File: config.mk
export PLATFORM = sky130hd
export DESIGN_NAME = sorted_priority_queue
export DESIGN_NICKNAME = d
export VERILOG_FILES = /design/src/design/spq_pkg.sv /design/src/design/spq_cell.sv /design/src/design/sorted_priority_queue.sv
export SDC_FILE = /design/constraint.sdc
export NUM_CORES = 2
export LEC_CHECK = 0
export ABC_AREA = 1
export BUFFER_PORTS_ARGS = -buffer_cell sky130_fd_sc_hd__buf_2
export CORE_MARGIN = 4
export CORE_UTILIZATION = 55
export DETAILED_ROUTE_END_ITERATION = 6
export PLACE_DENSITY = 0.71
export SLEW_MARGIN = 25
export SYNTH_ARGS = -nofsm -noshare
export SYNTH_HDL_FRONTEND = slang
export SYNTH_SLANG_ARGS = --single-unit
File: constraint.sdc
create_clock -name clk -period 10.9 [get_ports clk]
set_input_delay 1.635 -clock clk [delete_from_list [all_inputs] [get_ports clk]]
set_output_delay 1.635 -clock clk [all_outputs]
set_load 0.02 [all_outputs]
File: src/design/spq_pkg.sv
// Shared types, constants and codes for the sorted priority queue.
package spq_pkg;

	localparam int DEPTH  = 16;
	localparam int CNT_W  = $clog2(DEPTH + 1);
	localparam int CAP_W  = 5;
	localparam int DATA_W = 32;

	localparam logic [CAP_W-1:0] CAP_RESET = CAP_W'(16);

	// Opcodes
	localparam logic [1:0] OP_ENQ  = 2'd0;
	localparam logic [1:0] OP_DEQ  = 2'd1;
	localparam logic [1:0] OP_PEEK = 2'd2;

	// Status codes
	localparam logic [1:0] ST_OK       = 2'd0;
	localparam logic [1:0] ST_OVERFLOW = 2'd1;
	localparam logic [1:0] ST_EMPTY    = 2'd2;

	localparam logic signed [DATA_W-1:0] EMPTY_DATA = -32'sd1;

	typedef struct packed {
		logic [1:0]               opcode;
		logic signed [DATA_W-1:0] item_data;
		logic signed [DATA_W-1:0] item_priority;
	} in_t;

	typedef struct packed {
		logic signed [DATA_W-1:0] result_data;
		logic [1:0]               status;
	} out_t;

	typedef struct packed {
		logic signed [DATA_W-1:0] data;
		logic signed [DATA_W-1:0] prio;
	} entry_t;

	// Broadcast to every cell for one operation
	typedef struct packed {
		logic                     enq;
		logic                     deq;
		logic signed [DATA_W-1:0] prio;
	} cell_ctl_t;

endpackage

File: src/design/spq_cell.sv
// One slot of the sorted chain: holds an entry and shifts left or right with its neighbors.
module spq_cell (
	input  logic               clk,
	input  spq_pkg::cell_ctl_t ctl,
	input  logic               occupied,
	input  logic               left_ins,
	input  spq_pkg::entry_t    new_entry,
	input  spq_pkg::entry_t    left_entry,
	input  spq_pkg::entry_t    right_entry,
	output spq_pkg::entry_t    entry,
	output logic               ins
);

	spq_pkg::entry_t entry_q;

	// New item lands at or before this slot
	assign ins = !occupied || (entry_q.prio > ctl.prio);

	// Slot update: insert, shift right on enqueue, shift left on dequeue
	always_ff @(posedge clk) begin
		if (ctl.enq && ins) begin
			if (left_ins) begin
				entry_q <= left_entry;
			end else begin
				entry_q <= new_entry;
			end
		end else if (ctl.deq) begin
			entry_q <= right_entry;
		end
	end

	assign entry = entry_q;

endmodule

File: src/design/sorted_priority_queue.sv
// Top level of the sorted priority queue: cell chain, count, capacity and output register.
//
// Sorted priority queue with up to DEPTH entries kept in a chain of cells.
// Input channel (in_valid/in_ready/in_data) carries one operation per beat:
// enqueue, dequeue or peek. Output channel (out_valid/out_ready/out_data)
// returns exactly one beat per operation with result_data and status.
// Entries are ordered by ascending signed priority; equal priorities keep
// arrival order. Every cell compares its priority with the incoming one in
// parallel and shifts with its neighbor, so the whole chain updates on the
// clock edge that accepts an operation. The result is registered, and out_valid
// rises in the cycle after the input beat. One operation can be accepted every
// cycle while the receiver keeps up; the one-deep output register sets that rate.
// When the receiver stalls, the result waits in the output register and
// in_ready drops until it is taken.
// cfg_we/cfg_wdata write capacity_limit, which clamps to DEPTH; write it
// only while the queue is idle.
// Reset (arst_n low) empties the queue and sets capacity_limit to 16.
// Cell contents are not reset; slots past the entry count are never read.
//
module sorted_priority_queue (
	input  logic                        clk,
	input  logic                        arst_n,
	input  logic                        in_valid,
	output logic                        in_ready,
	input  spq_pkg::in_t                in_data,
	output logic                        out_valid,
	input  logic                        out_ready,
	output spq_pkg::out_t               out_data,
	input  logic                        cfg_we,
	input  logic [spq_pkg::CAP_W-1:0]   cfg_wdata
);

	logic [spq_pkg::CNT_W-1:0] cnt_q;
	logic [spq_pkg::CAP_W-1:0] cap_q;
	logic                      out_valid_q;
	spq_pkg::out_t             out_q;

	logic                      acc;
	logic                      full;
	logic                      is_empty;
	logic [spq_pkg::CNT_W-1:0] cap_eff;
	spq_pkg::cell_ctl_t        ctl;
	spq_pkg::entry_t           new_entry;
	spq_pkg::out_t             res;

	spq_pkg::entry_t           cell_entry [spq_pkg::DEPTH];
	logic                      cell_ins   [spq_pkg::DEPTH];

	// Handshake
	assign in_ready  = !out_valid_q || out_ready;
	assign acc       = in_valid && in_ready;
	assign out_valid = out_valid_q;
	assign out_data  = out_q;

	// Effective capacity and occupancy
	always_comb begin
		if ({{(spq_pkg::CNT_W){1'b0}}, cap_q} > (spq_pkg::CNT_W + spq_pkg::CAP_W)'(spq_pkg::DEPTH))
		begin
			cap_eff = spq_pkg::CNT_W'(spq_pkg::DEPTH);
		end else begin
			cap_eff = spq_pkg::CNT_W'(cap_q);
		end
	end
	assign full     = cnt_q >= cap_eff;
	assign is_empty = cnt_q == '0;

	// Broadcast control to the chain
	assign ctl.enq  = acc && (in_data.opcode == spq_pkg::OP_ENQ) && !full;
	assign ctl.deq  = acc && (in_data.opcode == spq_pkg::OP_DEQ) && !is_empty;
	assign ctl.prio = in_data.item_priority;
	assign new_entry.data = in_data.item_data;
	assign new_entry.prio = in_data.item_priority;

	// Cell chain
	for (genvar i = 0; i < spq_pkg::DEPTH; i++) begin : g_cell
		logic            occ;
		logic            l_ins;
		spq_pkg::entry_t l_entry;
		spq_pkg::entry_t r_entry;

		assign occ = spq_pkg::CNT_W'(i) < cnt_q;

		if (i == 0) begin : g_head
			assign l_ins   = 1'b0;
			assign l_entry = new_entry;
		end else begin : g_body
			assign l_ins   = cell_ins[i-1];
			assign l_entry = cell_entry[i-1];
		end

		if (i == spq_pkg::DEPTH - 1) begin : g_tail
			assign r_entry = cell_entry[i];
		end else begin : g_mid
			assign r_entry = cell_entry[i+1];
		end

		spq_cell u_cell (
			.clk        (clk),
			.ctl        (ctl),
			.occupied   (occ),
			.left_ins   (l_ins),
			.new_entry  (new_entry),
			.left_entry (l_entry),
			.right_entry(r_entry),
			.entry      (cell_entry[i]),
			.ins        (cell_ins[i])
		);
	end

	// Result decode
	always_comb begin
		res.result_data = '0;
		res.status      = spq_pkg::ST_OK;
		unique case (in_data.opcode)
			spq_pkg::OP_ENQ: begin
				if (full) begin
					res.status = spq_pkg::ST_OVERFLOW;
				end
			end
			spq_pkg::OP_DEQ, spq_pkg::OP_PEEK: begin
				if (is_empty) begin
					res.result_data = spq_pkg::EMPTY_DATA;
					res.status      = spq_pkg::ST_EMPTY;
				end else begin
					res.result_data = cell_entry[0].data;
				end
			end
			default: begin
				res.result_data = '0;
				res.status      = spq_pkg::ST_OK;
			end
		endcase
	end

	// Count, capacity and output valid
	always_ff @(posedge clk or negedge arst_n) begin
		if (!arst_n) begin
			cnt_q       <= '0;
			cap_q       <= spq_pkg::CAP_RESET;
			out_valid_q <= 1'b0;
		end else begin
			if (cfg_we) begin
				cap_q <= cfg_wdata;
			end
			if (ctl.enq) begin
				cnt_q <= cnt_q + 1'b1;
			end else if (ctl.deq) begin
				cnt_q <= cnt_q - 1'b1;
			end
			if (acc) begin
				out_valid_q <= 1'b1;
			end else if (out_ready) begin
				out_valid_q <= 1'b0;
			end
		end
	end

	// Output payload register
	always_ff @(posedge clk) begin
		if (acc) begin
			out_q <= res;
		end
	end

	// Count never passes the number of cells
	a_cnt_bound: assert property (@(posedge clk) disable iff (!arst_n)
		cnt_q <= spq_pkg::CNT_W'(spq_pkg::DEPTH))
		else $error("entry count above depth");

	// Empty status always carries the empty marker
	a_empty_data: assert property (@(posedge clk) disable iff (!arst_n)
		out_valid_q && (out_q.status == spq_pkg::ST_EMPTY) |->
		out_q.result_data == spq_pkg::EMPTY_DATA)
		else $error("empty result without -1 data");

	// A successful dequeue drops the count by one
	a_deq_count: assert property (@(posedge clk) disable iff (!arst_n)
		ctl.deq |=> cnt_q == $past(cnt_q) - 1'b1)
		else $error("dequeue did not decrement count");

	// An accepted enqueue with room raises the count by one
	a_ovf: assert property (@(posedge clk) disable iff (!arst_n)
		acc && (in_data.opcode == spq_pkg::OP_ENQ) && !full |=>
		cnt_q == $past(cnt_q) + 1'b1)
		else $error("accepted enqueue did not increment count");

endmodule

# [Word-level counts from Yosys, hierarchy flattened]
# Index checks and enable logic that the tools add are counted.
[op_classes] addsub=2 n_lt_le_gt_ge=34 eq_ne=2 n_mux=54 reduce_logical=77
[ops] operator="64-bit two-way mux" count=45
[ops] operator="32-bit greater-than comparator" count=16
[ops] operator="4-bit by 5-bit < comparator with 1-bit output, first input constant" count=8
[ops] operator="2-bit nonzero test" count=17
[ops] operator="32-bit two-way mux" count=1
[ops] operator="1-bit logical AND" count=21
[ops] operator="3-bit by 5-bit < comparator with 1-bit output, first input constant" count=4
[ops] operator="1-bit zero test" count=19
[ops] operator="1-bit logical OR" count=17
[ops] operator="5-bit two-way mux" count=3
[ops] operator="1-bit by 5-bit < comparator with 1-bit output, first input constant" count=2
[ops] operator="2-bit by 5-bit < comparator with 1-bit output, first input constant" count=2
[ops] operator="5-bit by 1-bit adder with 5-bit output, second input constant" count=1
[ops] operator="5-bit greater-or-equal comparator" count=1
[ops] operator="5-bit greater-than comparator, second input constant" count=1
[ops] operator="5-bit zero test" count=1
[ops] operator="5-bit by 1-bit subtractor with 5-bit output, second input constant" count=1
[ops] operator="2-bit case mux with 2 select lines" count=1
[ops] operator="1-bit two-way mux" count=3
[ops] operator="2-bit by 1-bit equality test with 1-bit output, second input constant" count=1
[ops] operator="2-bit equality test, second input constant" count=1
[ops] operator="2-bit zero test" count=1
[ops] operator="2-bit two-way mux" count=1
[ops] operator="2-bit OR reduction" count=1
[totals] regBits=1069 in_bits=76 out_inout_bits=36 word_cells=206

# [Longest topological paths before layout]
[depth] ltp_word=7 depth_mapped=23 ltp_nobuf=21

# [Hierarchy]
# Synthesis repeated with hierarchy kept, for this count alone.
[unflattened] cells_unflattened=8243 area_unflattened_um2=74754.2
[by_module_without_submodules] module="spq_cell (g_cell[0].u_cell ...)" n_inst=12 cells_per_inst=500 area_each_um2=4511.8 seq_area_each_um2=1921.8
[by_module_without_submodules] module="spq_cell (g_cell[7].u_cell ...)" n_inst=3 cells_per_inst=501 area_each_um2=4513.1 seq_area_each_um2=1921.8
[by_module_without_submodules] module="spq_cell (g_cell[12].u_cell)" n_inst=1 cells_per_inst=492 area_each_um2=4663.2 seq_area_each_um2=1921.8
[by_module_without_submodules] module="sorted_priority_queue" n_inst=1 cells_per_inst=248 area_each_um2=2409.8 seq_area_each_um2=1297.5

# [Least setup slack after synthesis]
# OpenSTA, ideal clock, no wires.
[synth_path] path_kind="input-to-reg" startpoint="in out_ready" endpoint="reg g_cell[15].u_cell.entry_q (netlist bit g_cell[15].u_cell.entry[0]), enable pin" setup_time_ns=0.507 t_arrival_ns=6.339 required_time_ns=10.393 slack_ns=4.054 stages=7 path_buffers=1 path_cell_list="inv_1 > nand2_1 > nand2_1 > inv_1 > nand3_2 > buf_2 > a21oi_1"
[synth_via] elab_chain_cells=5
[synth_rtl] element="start, declared" line="sorted_priority_queue.sv:27" text="input logic out_ready,"
[synth_rtl] element="1-bit logical OR" line="sorted_priority_queue.sv:50" text="assign in_ready = !out_valid_q || out_ready;"
[synth_rtl] element="net in_ready" line="sorted_priority_queue.sv:24" text="output logic in_ready,"
[synth_rtl] element="1-bit logical AND" line="sorted_priority_queue.sv:51" text="assign acc = in_valid && in_ready;"
[synth_rtl] element="net acc" line="sorted_priority_queue.sv:38" text="logic acc;"
[synth_rtl] element="1-bit logical AND (2 in series)" line="sorted_priority_queue.sv:68" text="assign ctl.enq = acc && (in_data.opcode == spq_pkg::OP_ENQ) && !full;"
[synth_rtl] element="1-bit logical AND" line="spq_cell.sv:21" text="if (ctl.enq && ins) begin"
[synth_rtl] element="end signal, assigned" line="spq_cell.sv:23" text="entry_q <= left_entry;"
[synth_rtl] element="end signal, assigned" line="spq_cell.sv:25" text="entry_q <= new_entry;"
[synth_rtl] element="end signal, assigned" line="spq_cell.sv:28" text="entry_q <= right_entry;"
[synth_rtl] element="end, declared" line="spq_cell.sv:14" text="spq_pkg::entry_t entry_q;"
# The timed path passes the listed nets, and every way through them passes these cells.
# A chain may end at the register's enable or synchronous reset.

# [Worst setup path after layout]
[layout_path] startpoint="in in_data[7] (netlist name)" endpoint="reg g_cell[11].u_cell.entry_q (netlist bit g_cell[11].u_cell.entry[28]), enable pin"
[layout_via] elab_chain_cells=4
[layout_rtl] element="start, declared" line="sorted_priority_queue.sv:25" text="input spq_pkg::in_t in_data,"
[layout_rtl] element="32-bit greater-than comparator" line="spq_cell.sv:17" text="assign ins = !occupied || (entry_q.prio > ctl.prio);"
[layout_rtl] element="1-bit logical OR" line="spq_cell.sv:17"
[layout_rtl] element="1-bit logical AND" line="spq_cell.sv:21"
[layout_rtl] element="2-bit nonzero test (no source line)"
[layout_rtl] element="end signal, assigned" line="spq_cell.sv:23"
[layout_rtl] element="end signal, assigned" line="spq_cell.sv:25"
[layout_rtl] element="end signal, assigned" line="spq_cell.sv:28"
[layout_rtl] element="end, declared" line="spq_cell.sv:14"
# No other way between the ends.

==> metrics <==
detailed-route vias per instance=6.24; distinct cell type count of the synthesized netlist=46; routed wire length=approximately 290000 um; postcts setup bufs=0; Clk Latency, worst-skew pair=roughly 0.80 ns; Final GP Congestion=around 0.99; area of placed instances=approximately 0.073 mm^2; total core area=about 0.13 mm^2; die area=between 0.1 and 0.15 mm^2; result of the run=finished with violations; sequential cell area fraction in the yosys report=0.445; starting density of the core=0.555; site row count=approximately 130; drt wl/cell=roughly 26 um; I/O pin count=between 100 and 150; H-tree depth=4; clock tree from TritonCTS=yes; global router's overall resource usage=0.410; Worst Clk Skew=approximately 0.036 ns; Min-Delay Path Class=register to register; most frequent cell after synthesis=sky130_fd_sc_hd__nand2_1; violations in the final reports=DRC; critical-path maximum fanout=39; final max-slew violation count=0; number of design-rule violations left by the first detailed-router iteration=slightly below 10000; number of filler cells placed in the layout=~12000; count of placed standard cells including taps=about 11000; number of sinks driven by the clock tree=about 1100; logic depth of the worst setup path including buffers=19; cell repeated most along the worst path=sky130_fd_sc_hd__nand2_1; number of flip-flops and latches in the synthesized netlist=around 1100; CTS root buf=sky130_fd_sc_hd__clkbuf_16; number of DRC violations after detailed routing=11; pin count of the biggest net entering global routing=91; Critical Path Slowest Stage Cell=sky130_fd_sc_hd__buf_4; min Tclk post-route=7.10 ns; clk slew on worst S/H paths=0.06 ns; average footprint of a synthesized cell=~7.7 um^2; Post-Syn Nets=between 9000 and 10000; total clock buffers created by CTS=130; share of the synthesized area in the top cell type=0.441; number of antenna violations at the first check in global routing=10; most common flop cell mapped by yosys=sky130_fd_sc_hd__edfxtp_1; r2r worst-path depth=11; Final Hold Vio Count=0; post-route non-filler standard cell count=roughly 11000; Leak Pwr=0.0373 uW; Worst Path Required=about 11 ns; net total in the final layout=9749; count of input and output buffers=about 110; count of cells resized by post-cts repair=0; synthesis warning total=0; maximum count of clock buffers along a single path=3; Power per Cell Area=just over 200 mW/mm^2; area overhead of the layout relative to synthesis=7.27%; fraction of registers with async set or reset after synthesis=0.0103; ranking of synthesized cells by area=sky130_fd_sc_hd__edfxtp_1, sky130_fd_sc_hd__nand2_1, sky130_fd_sc_hd__ha_1, sky130_fd_sc_hd__nand3_1, sky130_fd_sc_hd__inv_1; commonest cells in the synthesized netlist=sky130_fd_sc_hd__nand2_1, sky130_fd_sc_hd__edfxtp_1, sky130_fd_sc_hd__nand3_1, sky130_fd_sc_hd__ha_1, sky130_fd_sc_hd__inv_1; number of global-route vias before repair=~66000; Gate Count Post-Synth=about 9300; multi-input gate area in the final layout=0.0354 mm^2; timing-limited maximum frequency=141 MHz; headroom to the max-slew limit=0.194; Slew @ Worst Pin=approximately 1.2 ns; share of layout cells above drive strength 1=0.0736; cell accounting for the most synthesized area=sky130_fd_sc_hd__edfxtp_1; post-synthesis instance area=roughly 0.072 mm^2; data arrival time of the critical path=roughly 7.5 ns; count of endpoints failing setup in the final report=0; Congestion Overflow GR=0; worst path bufs/invs=4; Die W=370 um; ordered list of cells on the worst path=buf_2 -> inv_1 -> ha_1 -> nand2_1 -> nor2_1 -> nand2_1 -> nand2_1 -> nand2_1 -> nand2_1 -> nand2_1 -> nand2_1 -> nand2_1 -> nand2_1 -> nand2_4 -> nand2_2 -> nand2_2 -> buf_4 -> nand2_4 -> buf_4; total via count after detailed routing=approximately 69000; number of buffers inserted for hold repair after clock tree synthesis=0; period utilization=0.651; Cells on Worst Hold Path=2; Total Neg Setup Slack=0 ns; EDFF count, synth=1058; wire length of the first global-routing pass=about 420000 um; placed wire-length estimate=179000 um; setup repair after global routing missed its margin=no; worst vdd ir=roughly 0.20 mV; final design instance area without fill=~0.077 mm^2; number of max-capacitance violations reported=0; Storage cell area=0.0320 mm^2; CP startpoint kind=input pin; critical setup path kind=input pin to register; Top Family by Delay on Critical Path=simple AND/OR/NAND/NOR gates; endpoint kind of the worst setup timing path=register; CP max stage delay=about 0.65 ns; Final ANT Viol Nets=0; Die H=~370 um; first-pass detailed-route iteration total=7
==> report_power, final <==
part | switching (uW) | internal [uW]
clock network | 1940 | 2550
logic | 4540 | 1370
registers | 266 | 5090
total | 6740 | 9010
==> metrics by stage <==
stage          power [uW]  hold slack (ns)  worst slack, ns  utilization
2_1_floorplan        8960            0.480             4.05            -
3_3_place_gp        10900            0.500             3.05        0.561
3_5_place_dp        11000            0.505             3.32        0.562
4_1_cts             15400            0.514             4.13        0.594
5_1_grt             16200            0.525             3.79        0.595
6_report            15800            0.511             3.80        0.595
==> flip-flops by register name, summed over array words and instances, names as in the netlist <==
name	count
cap_q	5
cnt_q	5
g_cell.u_cell.entry	1024
out_data	34
out_valid	1
==> worst min-delay path: stages, from the launching register on <==
cell	delay, ns
sky130_fd_sc_hd__edfxtp_1	0.32
sky130_fd_sc_hd__nand2_1	0.05
sky130_fd_sc_hd__nand2_1	0.06
==> area by class of cell <==
type	instances	area share
multi-input combinational	7248	0.457
sequential	1069	0.415
clock buffer	157	0.0442
tap	1742	0.0282
timing repair buffer	261	0.0232
inverter	440	0.0214
clock inverter	76	0.0108
antenna	5	0.000162
==> cell usage in the layout (no fill, tap or decap), types with 101 or more instances in the layout <==
cell type and instances:
sky130_fd_sc_hd__inv_1 419, sky130_fd_sc_hd__buf_2 111, sky130_fd_sc_hd__nor2_1 166, sky130_fd_sc_hd__nand3_1 1017
sky130_fd_sc_hd__nand2_1 4781, sky130_fd_sc_hd__o21ai_1 101, sky130_fd_sc_hd__a21oi_1 212, sky130_fd_sc_hd__edfxtp_1 1058
sky130_fd_sc_hd__nand3_2 121, sky130_fd_sc_hd__clkbuf_16 133, sky130_fd_sc_hd__buf_4 140, sky130_fd_sc_hd__ha_1 523
sky130_fd_sc_hd__o21ai_0 118
==> logic make-up (layout without fill, tap and decap cells) <==
family,after synthesis,after routing,share of synthesized area
flops,1069,1069,0.445
simple gates,6228,6228,0.357
compound gates,489,489,0.0361
mux,3,3,0.000469
fa+ha+maj,523,523,0.0908
other cells,0,5,0
buf+inv,1019,934,0.0701
xor+xnor,5,5,0.000608
==> layer usage <==
layer | GRT usage | wire (um) | part of all wire | up-vias
met5 | 0 | 13 | 0.000046 | -
met4 | 0.273 | 22600 | 0.079 | 2
met3 | 0.114 | 41200 | 0.14 | 1245
met2 | 0.618 | 121000 | 0.42 | 5380
met1 | 0.517 | 101000 | 0.35 | 31761
li1 | - | - | - | 30230
==> worst paths after layout <==
check | start | end | slack, ns
max | in_data[7] | g_cell[11].u_cell.entry[28] | 3.80
min | g_cell[15].u_cell.entry[55] | g_cell[14].u_cell.entry[55] | 0.51
max reg2reg | cnt_q[4] | g_cell[1].u_cell.entry[29] | 4.85
min reg2reg | g_cell[15].u_cell.entry[55] | g_cell[14].u_cell.entry[55] | 0.51
max in group asynchronous | arst_n | cap_q[4] | 9.93
min in group asynchronous | arst_n | out_valid | 0.70
Note: power is estimated with default switching activity, not from simulation.
